`config.mk`:
```
export PLATFORM = sky130hd
export DESIGN_NAME = pcc_integ
export DESIGN_NICKNAME = d
export VERILOG_FILES = /design/src/hw/rtl/pcc_pkg.sv /design/src/hw/rtl/pcc_integ.sv
export SDC_FILE = /design/constraint.sdc
export NUM_CORES = 1
export LEC_CHECK = 0
export BUFFER_PORTS_ARGS = -buffer_cell sky130_fd_sc_hd__clkbuf_2
export CAP_MARGIN = 20
export CORE_AREA = 3 3 159 161
export DETAILED_ROUTE_END_ITERATION = 12
export DIE_AREA = 0 0 162 164
export GPL_TIMING_DRIVEN = 0
export SLEW_MARGIN = 30
export SYNTH_ARGS = -nofsm -noshare
export SYNTH_HDL_FRONTEND = slang
export SYNTH_SLANG_ARGS = --single-unit
```
`constraint.sdc`:
```
create_clock -name clk -period 9.5 [get_ports clk]
set_clock_uncertainty 0.2 [all_clocks]
set_input_delay 0.95 -clock clk [delete_from_list [all_inputs] [get_ports clk]]
set_output_delay 0.95 -clock clk [all_outputs]
set_load 0.02 [all_outputs]
```
`src/hw/rtl/pcc_pkg.sv`:
```
// Shared types and constants for the clamped PI controller.
package pcc_pkg;

  localparam int TIME_STEP_WIDTH = 16;
  localparam int GAIN_WIDTH      = 16;
  localparam int LIMIT_WIDTH     = 15;
  localparam int DRIVE_WIDTH     = 16;
  localparam int INTEG_WIDTH     = 32;
  localparam int CFG_INDEX_WIDTH = 2;
  localparam int CFG_DATA_WIDTH  = 16;

  localparam logic [GAIN_WIDTH-1:0]  PROP_GAIN_RESET    = 16'd256;
  localparam logic [GAIN_WIDTH-1:0]  INTEG_GAIN_RESET   = 16'd256;
  localparam logic [LIMIT_WIDTH-1:0] OUTPUT_LIMIT_RESET = 15'd4800;

  localparam logic MODE_REGULAR   = 1'b0;
  localparam logic MODE_IRREGULAR = 1'b1;

  typedef enum logic [CFG_INDEX_WIDTH-1:0] {
    REG_PROP_GAIN,
    REG_INTEG_GAIN,
    REG_OUTPUT_LIMIT,
    REG_INTERVAL_MODE
  } pcc_reg_t;

  typedef struct packed {
    logic [GAIN_WIDTH-1:0]  prop_gain;
    logic [GAIN_WIDTH-1:0]  integ_gain;
    logic [LIMIT_WIDTH-1:0] output_limit;
    logic                   interval_mode;
  } pcc_cfg_t;

endpackage

```
`src/hw/rtl/pcc_integ.sv`:
```
// Running integral register with truncation, limit clamp and 32-bit saturation.
module pcc_integ
  import pcc_pkg::*;
#(
  parameter int ERROR_WIDTH    = 16,
  parameter int GAIN_FRAC_BITS = 8
) (
  input  logic                                                  clk,
  input  logic                                                  rst,
  input  logic                                                  en,
  input  pcc_cfg_t                                              cfg,
  input  logic signed [ERROR_WIDTH+TIME_STEP_WIDTH:0]           product,
  output logic signed [INTEG_WIDTH-1:0]                         integ
);

  localparam int PW = ERROR_WIDTH + TIME_STEP_WIDTH + 1;
  localparam int AW = ((PW > INTEG_WIDTH) ? PW : INTEG_WIDTH) + 2;
  localparam logic [PW-1:0] FRAC_MASK = PW'((64'd1 << GAIN_FRAC_BITS) - 64'd1);
  localparam logic signed [AW-1:0] SAT_HI =
    {{(AW-INTEG_WIDTH+1){1'b0}}, {(INTEG_WIDTH-1){1'b1}}};
  localparam logic signed [AW-1:0] SAT_LO =
    {{(AW-INTEG_WIDTH+1){1'b1}}, {(INTEG_WIDTH-1){1'b0}}};

  logic signed [PW-1:0]          prod_shift;
  logic signed [AW-1:0]          addend;
  logic signed [AW-1:0]          floor_sum;
  logic signed [AW-1:0]          trunc_sum;
  logic signed [AW-1:0]          lim_s;
  logic signed [AW-1:0]          bound_hi;
  logic signed [AW-1:0]          bound_lo;
  logic signed [AW-1:0]          clipped;
  logic                          frac_nz;
  logic                          round_up;
  logic signed [INTEG_WIDTH-1:0] integ_next;

  // In regular mode the gain product carries the fraction bits; the integer part
  // is added here and truncation toward zero is restored by the round-up bit.
  always_comb begin
    prod_shift = product >>> GAIN_FRAC_BITS;
    addend     = (cfg.interval_mode == MODE_IRREGULAR) ? AW'(product) : AW'(prod_shift);
    floor_sum  = AW'(integ) + addend;
    frac_nz    = |(product & FRAC_MASK);
    round_up   = (cfg.interval_mode == MODE_REGULAR) && floor_sum[AW-1] && frac_nz;
    trunc_sum  = floor_sum + $signed({{(AW-1){1'b0}}, round_up});
    lim_s      = $signed({{(AW-LIMIT_WIDTH){1'b0}}, cfg.output_limit});
    bound_hi   = (cfg.interval_mode == MODE_IRREGULAR) ? SAT_HI : lim_s;
    bound_lo   = (cfg.interval_mode == MODE_IRREGULAR) ? SAT_LO : -lim_s;
    if (trunc_sum > bound_hi) begin
      clipped = bound_hi;
    end else if (trunc_sum < bound_lo) begin
      clipped = bound_lo;
    end else begin
      clipped = trunc_sum;
    end
    integ_next = clipped[INTEG_WIDTH-1:0];
  end

  always_ff @(posedge clk) begin
    if (rst) begin
      integ <= '0;
    end else if (en) begin
      integ <= integ_next;
    end
  end

  // After a regular-mode update the integral lies within the output limit.
  assert property (@(posedge clk) disable iff (rst)
    en && (cfg.interval_mode == MODE_REGULAR) |=>
      (integ <= $signed({{(INTEG_WIDTH-LIMIT_WIDTH){1'b0}}, cfg.output_limit})) &&
      (integ >= -$signed({{(INTEG_WIDTH-LIMIT_WIDTH){1'b0}}, cfg.output_limit})))
    else $error("integral outside limit after regular update");

  // A zero increment in irregular mode leaves the integral untouched.
  assert property (@(posedge clk) disable iff (rst)
    en && (cfg.interval_mode == MODE_IRREGULAR) && (product == '0) |=>
      integ == $past(integ))
    else $error("integral changed on zero irregular increment");

endmodule

```
==> impl_metrics.tcl, run 1 <==
set metrics [dict create \
    synthCells 959 \
    met2_length_mm 12.5 \
    avgRoutedWirePerCell_um 19.5 \
    area_delta_synth_final_pct 16.5 \
    numClockSinks 32 \
    h-tree-depth 2 \
    tritoncts_clock_tree "built" \
    setup_viol 0 \
    slew-limit-headroom_pct 40.3 \
    synthXorXnorAreaFrac_pct 8.37 \
    critical_path_arrival_ns 9.05 \
    crit_path_frequent_cell "ha_1" \
    tightestPinTransition_ns 0.893 \
    grt_overflow 0 \
    yosysWarnings 0 \
    p_int_uw 1050 \
    cpMaxStageDelayCell "o32a_2" \
    route.met3.wl_mm 1.79 \
    yosysUniqueCellTypes 100 \
    critPathCaptureType "flip-flop" \
    synth_ff_type "dfxtp_1" \
    max_cap_viol_count 0 \
    p_leak_uw 0.00360 \
    ys_seq_elements 32 \
    synth_compound_gate_area_share_pct 27.9 \
    final-max-slew-violation-count 0 \
    p_comb_share_pct 81.6 \
    layout_commonest_cell "nor2_1" \
    largest_register_ff_count 32 \
    cts_root_buf "clkbuf_16" \
    post_synth.cell_area_avg_sq_um 7.50 \
    cts_inserted_buffers 5 \
    worst_hold_path_type "reg2reg" \
    diodes 0 \
    cp_data_required_time_ns 9.49 \
    io_buffer_count 82 \
    number_of_flops_mapped_to_enable_cells_by_yosys 0 \
    post_route_cells_drive_above_1_share_pct 20.7 \
    largest_family_of_logic_cells_by_synthesized_area "simple AND/OR/NAND/NOR gates" \
    final_cycle_share_pct 95.3 \
    synthesis.nets 1137 \
    post_synth_mux_area_share_pct 4.45 \
    synthArstFlopShare_pct 0 \
    route.vias.total 7809 \
    rows 57 \
    period_needed_ns 9.06 \
    irDropWorstVdd_v 0.0000925 \
    netSwitchingFraction_pct 56.2 \
    synth_simple_gate_area_share_pct 28.9 \
    grt_pass1_vias 7209 \
    floorplan.die_area_sq_um 26600 \
    design_power_total_uw 2400 \
    drcViolationCount 0 \
    dr.pass1.iters 5 \
    floorplan.io_pins 116 \
    post_cts_hold_buffer_count 0 \
    cts_max_path_buffers 2 \
    largest_registers "integ x32" \
    fin_nets 1234 \
    drt_iter0_markers 523 \
    setup_repair_after_global_routing_missed_its_margin "no" \
    antenna_violations_before_repair 0 \
    power.share.clock_pct 8.0 \
    p_switching_uw 1350 \
    cp_max_fo 10 \
    pin_count_of_the_biggest_net_entering_global_routing 26 \
    die_width_um 162 \
    most-common-layout-cells "nor2_1, nand2_1, ha_1" \
    criticalPathCategory "in2reg" \
    fin_setup_tns_ns 0 \
    wire_length_of_the_first_global_routing_pass_mm 41.0 \
    detail-route-antenna-nets 0 \
    post_drt_via_cell_ratio 5.65 \
    slowest_delay_ns 0.43 \
    drt_wl_total_mm 26.9 \
    clk_pin_slew_worst_paths_ns 0.06 \
    clkLatencyLatePin_ns 0.29 \
    share_of_the_yosys_chip_area_belonging_to_registers_pct 8.91 \
    worstSetupStartpointType "input port" \
    floorplan.initialDensity_pct 29.8 \
    die_h_um 164 \
    core_area_sq_um 24100 \
    route.layer.met1.wl_mm 11.7 \
    reg_with_most_ffs "integ" \
    utilization_pct 34.8 \
    dp.final_hpwl_mm 22.3 \
    gp_routability_congestion 0.931 \
    synth-adder-area-share_pct 16.9 \
    hold_viol 0 \
    outcome "finished clean" \
    routed.top_layer "met4" \
    grt.total_usage_pct 19.7 \
    power.density_nw_per_um2 287 \
    timing.fmax_ghz 0.110 \
    synth_area_sq_um 7190 \
    share_seq_of_total_power_pct 10.4 \
    final.fill_count 2626 \
]
[repair_timing]
item / 4_1_cts / 5_1_grt
setup endpoints to repair: 32 / 32
buffers inserted: 4 / 4
pin swaps: 4 / 8
resized for setup: 19 / 26
[layer usage]
layer / track usage [%] / vias to the layer above
met5: 0 / -
met4: 6.51 / 0
met3: 3.18 / 47
met2: 33.2 / 289
met1: 25.6 / 3658
li1: - / 3815
[cell type report]
type	instances	area (sq um)	share of cell area, %
multi-input combinational	850	6340	75.6
sequential	32	641	7.65
timing repair buffer	90	470	5.62
tap	324	405	4.84
buffer	42	225	2.69
inverter	35	135	1.61
clock buffer	6	129	1.54
clock inverter	2	35.0	0.418
[worst max-delay path, delay by kind of cell]
kind                       cells  cell delay (ns)
muxes                          1             0.35
buffers and inverters          5             0.99
AOI/OAI and AO/OA             16             3.87
xor gates and xnor gates       1             0.20
adders and majority gates      4             0.98
and+or+nand+nor                8             1.69
[path summary, 6_finish.rpt]
kind	start	endpoint	slack (ns)	cells after the start
setup / recovery	cfg[0]	integ[14]$_SDFFE_PP0P_	0.44	35
hold / removal	integ[31]$_SDFFE_PP0P_	integ[31]$_SDFFE_PP0P_	0.32	2
setup reg to reg	integ[14]$_SDFFE_PP0P_	integ[14]$_SDFFE_PP0P_	1.55	31
hold reg to reg	integ[31]$_SDFFE_PP0P_	integ[31]$_SDFFE_PP0P_	0.32	2
[power groups by stage]
stage	combinational (uW)	sequential, uW	clock (uW)
after detailed placement	1860	251	0
final	1960	249	193
after global routing	2150	255	199
after CTS	1900	248	194
after floorplan	1350	269	0
after global placement	1840	252	0
[cells in the mapped netlist (10+ instances only)]
library cell  number  area, sq um
nor2_1           106          398
nand2_1           94          353
ha_1              93         1160
a21oi_1           60          300
o21ai_0           47          235
nor3_1            34          170
dfxtp_1           32          641
inv_1             32          120
xnor2_1           32          280
nand3_1           27          135
mux2_2            24          270
nand4_1           24          150
clkbuf_1          22         82.6
xor2_1            22          193
nor2b_1           19          119
a21o_1            17          128
a211oi_1          13         97.6
a311oi_1          12          105
buf_2             10         50.1
[cells by family (layout without fill, tap and decap cells)]
logic type	count (synthesis)	in the layout
xor+xnor	60	60
simple gates	396	396
fa+ha+maj	97	97
mux	29	29
compound gates	268	268
buf+inv	77	175
flops	32	32
[per-stage QoR]
step | instance area [sq um] | setup slack, ns | cells | hold slack [ns]
after floorplan | 7190 | 0.667 | 959 | 0.370
after global placement | 8010 | -1.96 | 1365 | 0.306
after detailed placement | 8010 | -2.11 | 1365 | 0.315
after CTS | 8270 | 0.0577 | 1377 | 0.327
after global routing | 8380 | 0.0125 | 1381 | 0.354
final | 8380 | 0.444 | 1381 | 0.323
Power figures use the tool's default switching activity.
==> run 2, diff against run 1 <==
- GPL_TIMING_DRIVEN: 0 -> not set
- PLACE_DENSITY: not set -> 0.59
==> run 2 against run 1 <==
  * Via count down 1.6%
  * Critical path depth down 1
  * Worst hold slack better by 0.0045 ns
  * Maximum frequency up 1.3%
  * Core utilization up 0.21 points
  * Sequential power about the same
==> impl_metrics.tcl, run 2 (synthesis gave the netlist of run 1 again) <==
set metrics [dict create \
    outcome "finished clean" \
    most-common-layout-cells "nor2_1, nand2_1, ha_1" \
    route.vias.total 7687 \
    cp_data_required_time_ns 9.50 \
    largest_registers "integ x32" \
    worstSetupStartpointType "input port" \
    diodes 0 \
    drt_iter0_markers 609 \
    place_area_sq_um 8240 \
    pin_count_of_the_biggest_net_entering_global_routing 39 \
    clkLatencyLatePin_ns 0.29 \
    floorplan.initialDensity_pct 29.8 \
    fin_setup_tns_ns 0 \
    tightestPinTransition_ns 0.830 \
    core_area_sq_um 24100 \
    cts_root_buf "clkbuf_16" \
    slowest_delay_ns 0.49 \
    cts_max_path_buffers 2 \
    fin_nets 1239 \
    final-max-slew-violation-count 0 \
    rows 57 \
    period_needed_ns 8.94 \
    drcViolationCount 0 \
    detail-route-antenna-nets 0 \
    die_h_um 164 \
    dr.pass1.iters 5 \
    tritoncts_clock_tree "built" \
    clk_pin_slew_worst_paths_ns 0.05 \
    h-tree-depth 2 \
    area_delta_synth_final_pct 17.2 \
    setup_viol 0 \
    max_cap_viol_count 0 \
    grt_pass1_vias 7459 \
    drt_wl_total_mm 26.6 \
    dp.final_hpwl_mm 21.8 \
    grt_overflow 0 \
    avgRoutedWirePerCell_um 19.2 \
    irDropWorstVdd_v 0.0000820 \
    post_route_cells_drive_above_1_share_pct 21.6 \
    p_leak_uw 0.00368 \
    cp_max_fo 27 \
    timing.fmax_ghz 0.112 \
    crit_path_frequent_cell "ha_1" \
    slew-limit-headroom_pct 44.5 \
    final_cycle_share_pct 94.1 \
    setup_repair_after_global_routing_missed_its_margin "no" \
    largest_register_ff_count 32 \
    io_buffer_count 83 \
    gp_routability_congestion 0.917 \
    cpMaxStageDelayCell "nor4_1" \
    reg_with_most_ffs "integ" \
    post_drt_via_cell_ratio 5.55 \
    critPathCaptureType "flip-flop" \
    power.density_nw_per_um2 285 \
    final_area_sq_um 8430 \
    die_width_um 162 \
    critical_path_arrival_ns 8.93 \
    cts_inserted_buffers 5 \
    criticalPathCategory "in2reg" \
    floorplan.die_area_sq_um 26600 \
    antenna_violations_before_repair 0 \
    hold_viol 0 \
    floorplan.io_pins 116 \
    worst_hold_path_type "reg2reg" \
    layout_commonest_cell "nor2_1" \
    wire_length_of_the_first_global_routing_pass_mm 41.7 \
    grt.total_usage_pct 19.8 \
    numClockSinks 32 \
]
-- run 2: cell count changes in the layout (fill, tap and decap cells not counted), moves of 4 or more --
cell,before,now
buf_2,10,0
clkbuf_1,20,1
buf_4,14,52
a21oi_1,56,60
-- run 2: through the flow --
stage          hold slack [ns]  total power [uW]  utilization [%]  std cells  setup WS (ns)
3_3_place_gp             0.325              2150             34.2       1377          0.106
5_1_grt                  0.371              2630             35.0       1386         0.0545
6_report                 0.328              2400             35.0       1386          0.561
2_1_floorplan            0.370              1620                -        959          0.667
4_1_cts                  0.330              2380             34.9       1385          0.287
3_5_place_dp             0.321              2170             34.2       1377         0.0260
-- run 2: worst max-delay path: cells and delay by family --
family,cells,cell delay [ns]
AO/OA/AOI/OAI,11,2.51
buffers and inverters,4,0.71
XOR/XNOR,1,0.19
adder cells (fa/ha/maj),4,0.99
AND/OR/NAND/NOR,13,3.15
multiplexers,1,0.36
-- run 2: power breakdown --
group / internal (uW) / switching, uW
logic: 782 / 1180
registers: 180 / 71.6
clock network: 123 / 66.2
total: 1080 / 1320
-- run 2: repair_timing --
action | 4_1_cts | 5_1_grt
hold buffers | 0 | 0
buffers inserted | 0 | 1
resized for setup | 0 | 6
hold endpoints to repair | 0 | 0
setup endpoints to repair | 0 | 32
-- run 2: worst paths after layout --
kind	from	endpoint	slack (ns)	cells past startpoint
max	cfg[0]	integ[8]$_SDFFE_PP0P_	0.56	34
min	integ[31]$_SDFFE_PP0P_	integ[31]$_SDFFE_PP0P_	0.33	2
max reg2reg	integ[10]$_SDFFE_PP0P_	integ[8]$_SDFFE_PP0P_	1.47	31
min reg2reg	integ[31]$_SDFFE_PP0P_	integ[31]$_SDFFE_PP0P_	0.33	2
-- run 2: final cells by class --
cell class,instances,area [sq um]
clock buffer,6,129
clock inverter,2,35.0
timing repair buffer,137,846
multi-input combinational,850,6240
fill,2625,15700
inverter,35,131
sequential,32,641
tap,324,405
-- run 2: per-layer routing --
metal	track usage [%]	wire (um)
met5	0	0
met1	26.4	11900
met3	2.57	1660
met2	33.6	12500
met4	5.31	583
==> run 3, diff against run 2 <==
- clock period: 9.5 -> 11.6 ns (I/O delays scaled with it)
==> run 3 against run 2 <==
  * Sequential share of layout area rose by 0.40 points
  * Register-to-register slack improved by 0.82 ns
  * Via count fell by 1.3%
  * Highest routed layer unchanged
==> impl_metrics.tcl, run 3 (synthesis gave the netlist of run 1 again) <==
set metrics [dict create \
    post_cts_hold_buffer_count 0 \
    criticalPathCategory "in2reg" \
    min_to "integ[31]$_SDFFE_PP0P_" \
    fin_nets 1190 \
    layout.cells.non_filler 1337 \
    period_needed_ns 10.73 \
    dp.final_hpwl_mm 21.1 \
    slew-limit-headroom_pct 42.3 \
    regToRegStartpoint "integ[8]$_SDFFE_PP0P_" \
    place_area_sq_um 7860 \
    setup_repair_after_global_routing_missed_its_margin "no" \
    cells_after_dpl 1329 \
    largest_registers "integ x32" \
    dr.pass1.iters 5 \
    numClockSinks 32 \
    wire_length_of_the_first_global_routing_pass_mm 40.3 \
    cts_max_path_buffers 2 \
    largest_register_ff_count 32 \
    drt_wl_total_mm 25.7 \
    grt_overflow 0 \
    cp_max_fo 25 \
    tritoncts_clock_tree "built" \
    power.density_nw_per_um2 232 \
    critical_path_arrival_ns 10.71 \
    die_width_um 162 \
    slowest_delay_ns 0.53 \
    irDropWorstVdd_v 0.0000710 \
    cpMaxStageDelayCell "nor4_1" \
    cts_inserted_buffers 5 \
    gp_routability_congestion 0.897 \
    tightestPinTransition_ns 0.865 \
    final-max-slew-violation-count 0 \
    floorplan.io_pins 116 \
    regToRegSetupSlack_ns 2.29 \
    crit_path_frequent_cell "a21oi_1" \
    die_h_um 164 \
    most-common-layout-cells "nor2_1, nand2_1, ha_1" \
    final.fill_count 2644 \
    drcViolationCount 0 \
    p_leak_uw 0.00343 \
    floorplan.die_area_sq_um 26600 \
    detail-route-antenna-nets 0 \
    max_cap_viol_count 0 \
    avgRoutedWirePerCell_um 19.3 \
    worstHoldStart "integ[31]$_SDFFE_PP0P_" \
    clkLatencyLatePin_ns 0.29 \
    worst_hold_path.num_cells 2 \
    area_delta_synth_final_pct 11.3 \
    pin_count_of_the_biggest_net_entering_global_routing 39 \
    io_buffer_count 83 \
    h-tree-depth 2 \
    worst_hold_path_type "reg2reg" \
    rows 57 \
    worst_r2r_endpoint "integ[17]$_SDFFE_PP0P_" \
    setup_viol 0 \
    post_drt_via_cell_ratio 5.68 \
    diodes 0 \
    layout_commonest_cell "nor2_1" \
    final_area_sq_um 8010 \
    antenna_violations_before_repair 0 \
    reg_with_most_ffs "integ" \
    critPathCaptureType "flip-flop" \
    outcome "finished clean" \
    cp_data_required_time_ns 11.58 \
    route.vias.total 7589 \
    fin_setup_tns_ns 0 \
    post_route_cells_drive_above_1_share_pct 17.8 \
    core_area_sq_um 24100 \
    drt_iter0_markers 612 \
    final_cycle_share_pct 92.5 \
    grt.total_usage_pct 19.1 \
    hold_viol 0 \
    worstSetupStartpointType "input port" \
    clk_pin_slew_worst_paths_ns 0.06 \
    timing.reg2reg.worst_path_depth 33 \
    timing.fmax_ghz 0.0932 \
    grt_pass1_vias 7271 \
    floorplan.initialDensity_pct 29.8 \
    cts_root_buf "clkbuf_16" \
]
## run 3: timing repair
action,CTS,global route
buffers inserted,0,0
endpoints found under the setup margin,0,20
resized for setup,0,3
## run 3: stage by stage
stage / hold slack, ns / power, uW / utilization (%) / setup WS (ns)
5_1_grt: 0.369 / 2030 / 33.2 / 0.0100
2_1_floorplan: 0.370 / 1320 / - / 2.56
3_3_place_gp: 0.315 / 1680 / 32.6 / 0.703
4_1_cts: 0.333 / 1840 / 33.2 / 0.861
6_report: 0.326 / 1860 / 33.2 / 0.872
3_5_place_dp: 0.319 / 1690 / 32.6 / 0.626
## run 3: power by group
part           total (uW)  switching (uW)  leakage [uW]  internal [uW]
registers             205            57.4      0.000266            147
clock network         141            56.3     0.0000766           84.8
logic                1510             942       0.00308            571
## run 3: layout make-up
cell class	instances	area [sq um]	area share [%]
clock buffers	6	139	1.73
clock inverters	2	10.0	0.125
inverters	35	131	1.64
multi-input cells	850	6230	77.8
flip-flops and latches	32	641	8.00
well taps	324	405	5.06
repair buffers	88	453	5.66
## run 3: worst max-delay path by stage
stage / start / endpoint / slack (ns)
floorplan: cfg[0] / integ[19]$_SDFFE_PP0P_ / 2.56
global placement: cfg[0] / integ[27]$_SDFFE_PP0P_ / 0.70
detailed placement: cfg[0] / integ[27]$_SDFFE_PP0P_ / 0.63
CTS: cfg[0] / integ[9]$_SDFFE_PP0P_ / 0.86
global route: cfg[0] / integ[17]$_SDFFE_PP0P_ / 0.01
finish: cfg[0] / integ[17]$_SDFFE_PP0P_ / 0.87
## run 3: worst max-delay path, delay by kind of cell
| kind | cells | cell delay [ns] |
|---|---|---|
| fa+ha+maj | 4 | 0.95 |
| xor+xnor | 1 | 0.43 |
| buf+inv | 3 | 0.98 |
| compound gates | 16 | 3.74 |
| simple gates | 12 | 3.06 |
| mux | 1 | 0.35 |
## run 3: layer usage
metal	up-vias	GRT usage, %	part of all wire (%)
met1	3584	25.3	45
li1	3734	-	-
met5	-	0	0
met4	0	6.40	2.7
met3	36	1.77	5.1
met2	235	32.7	47
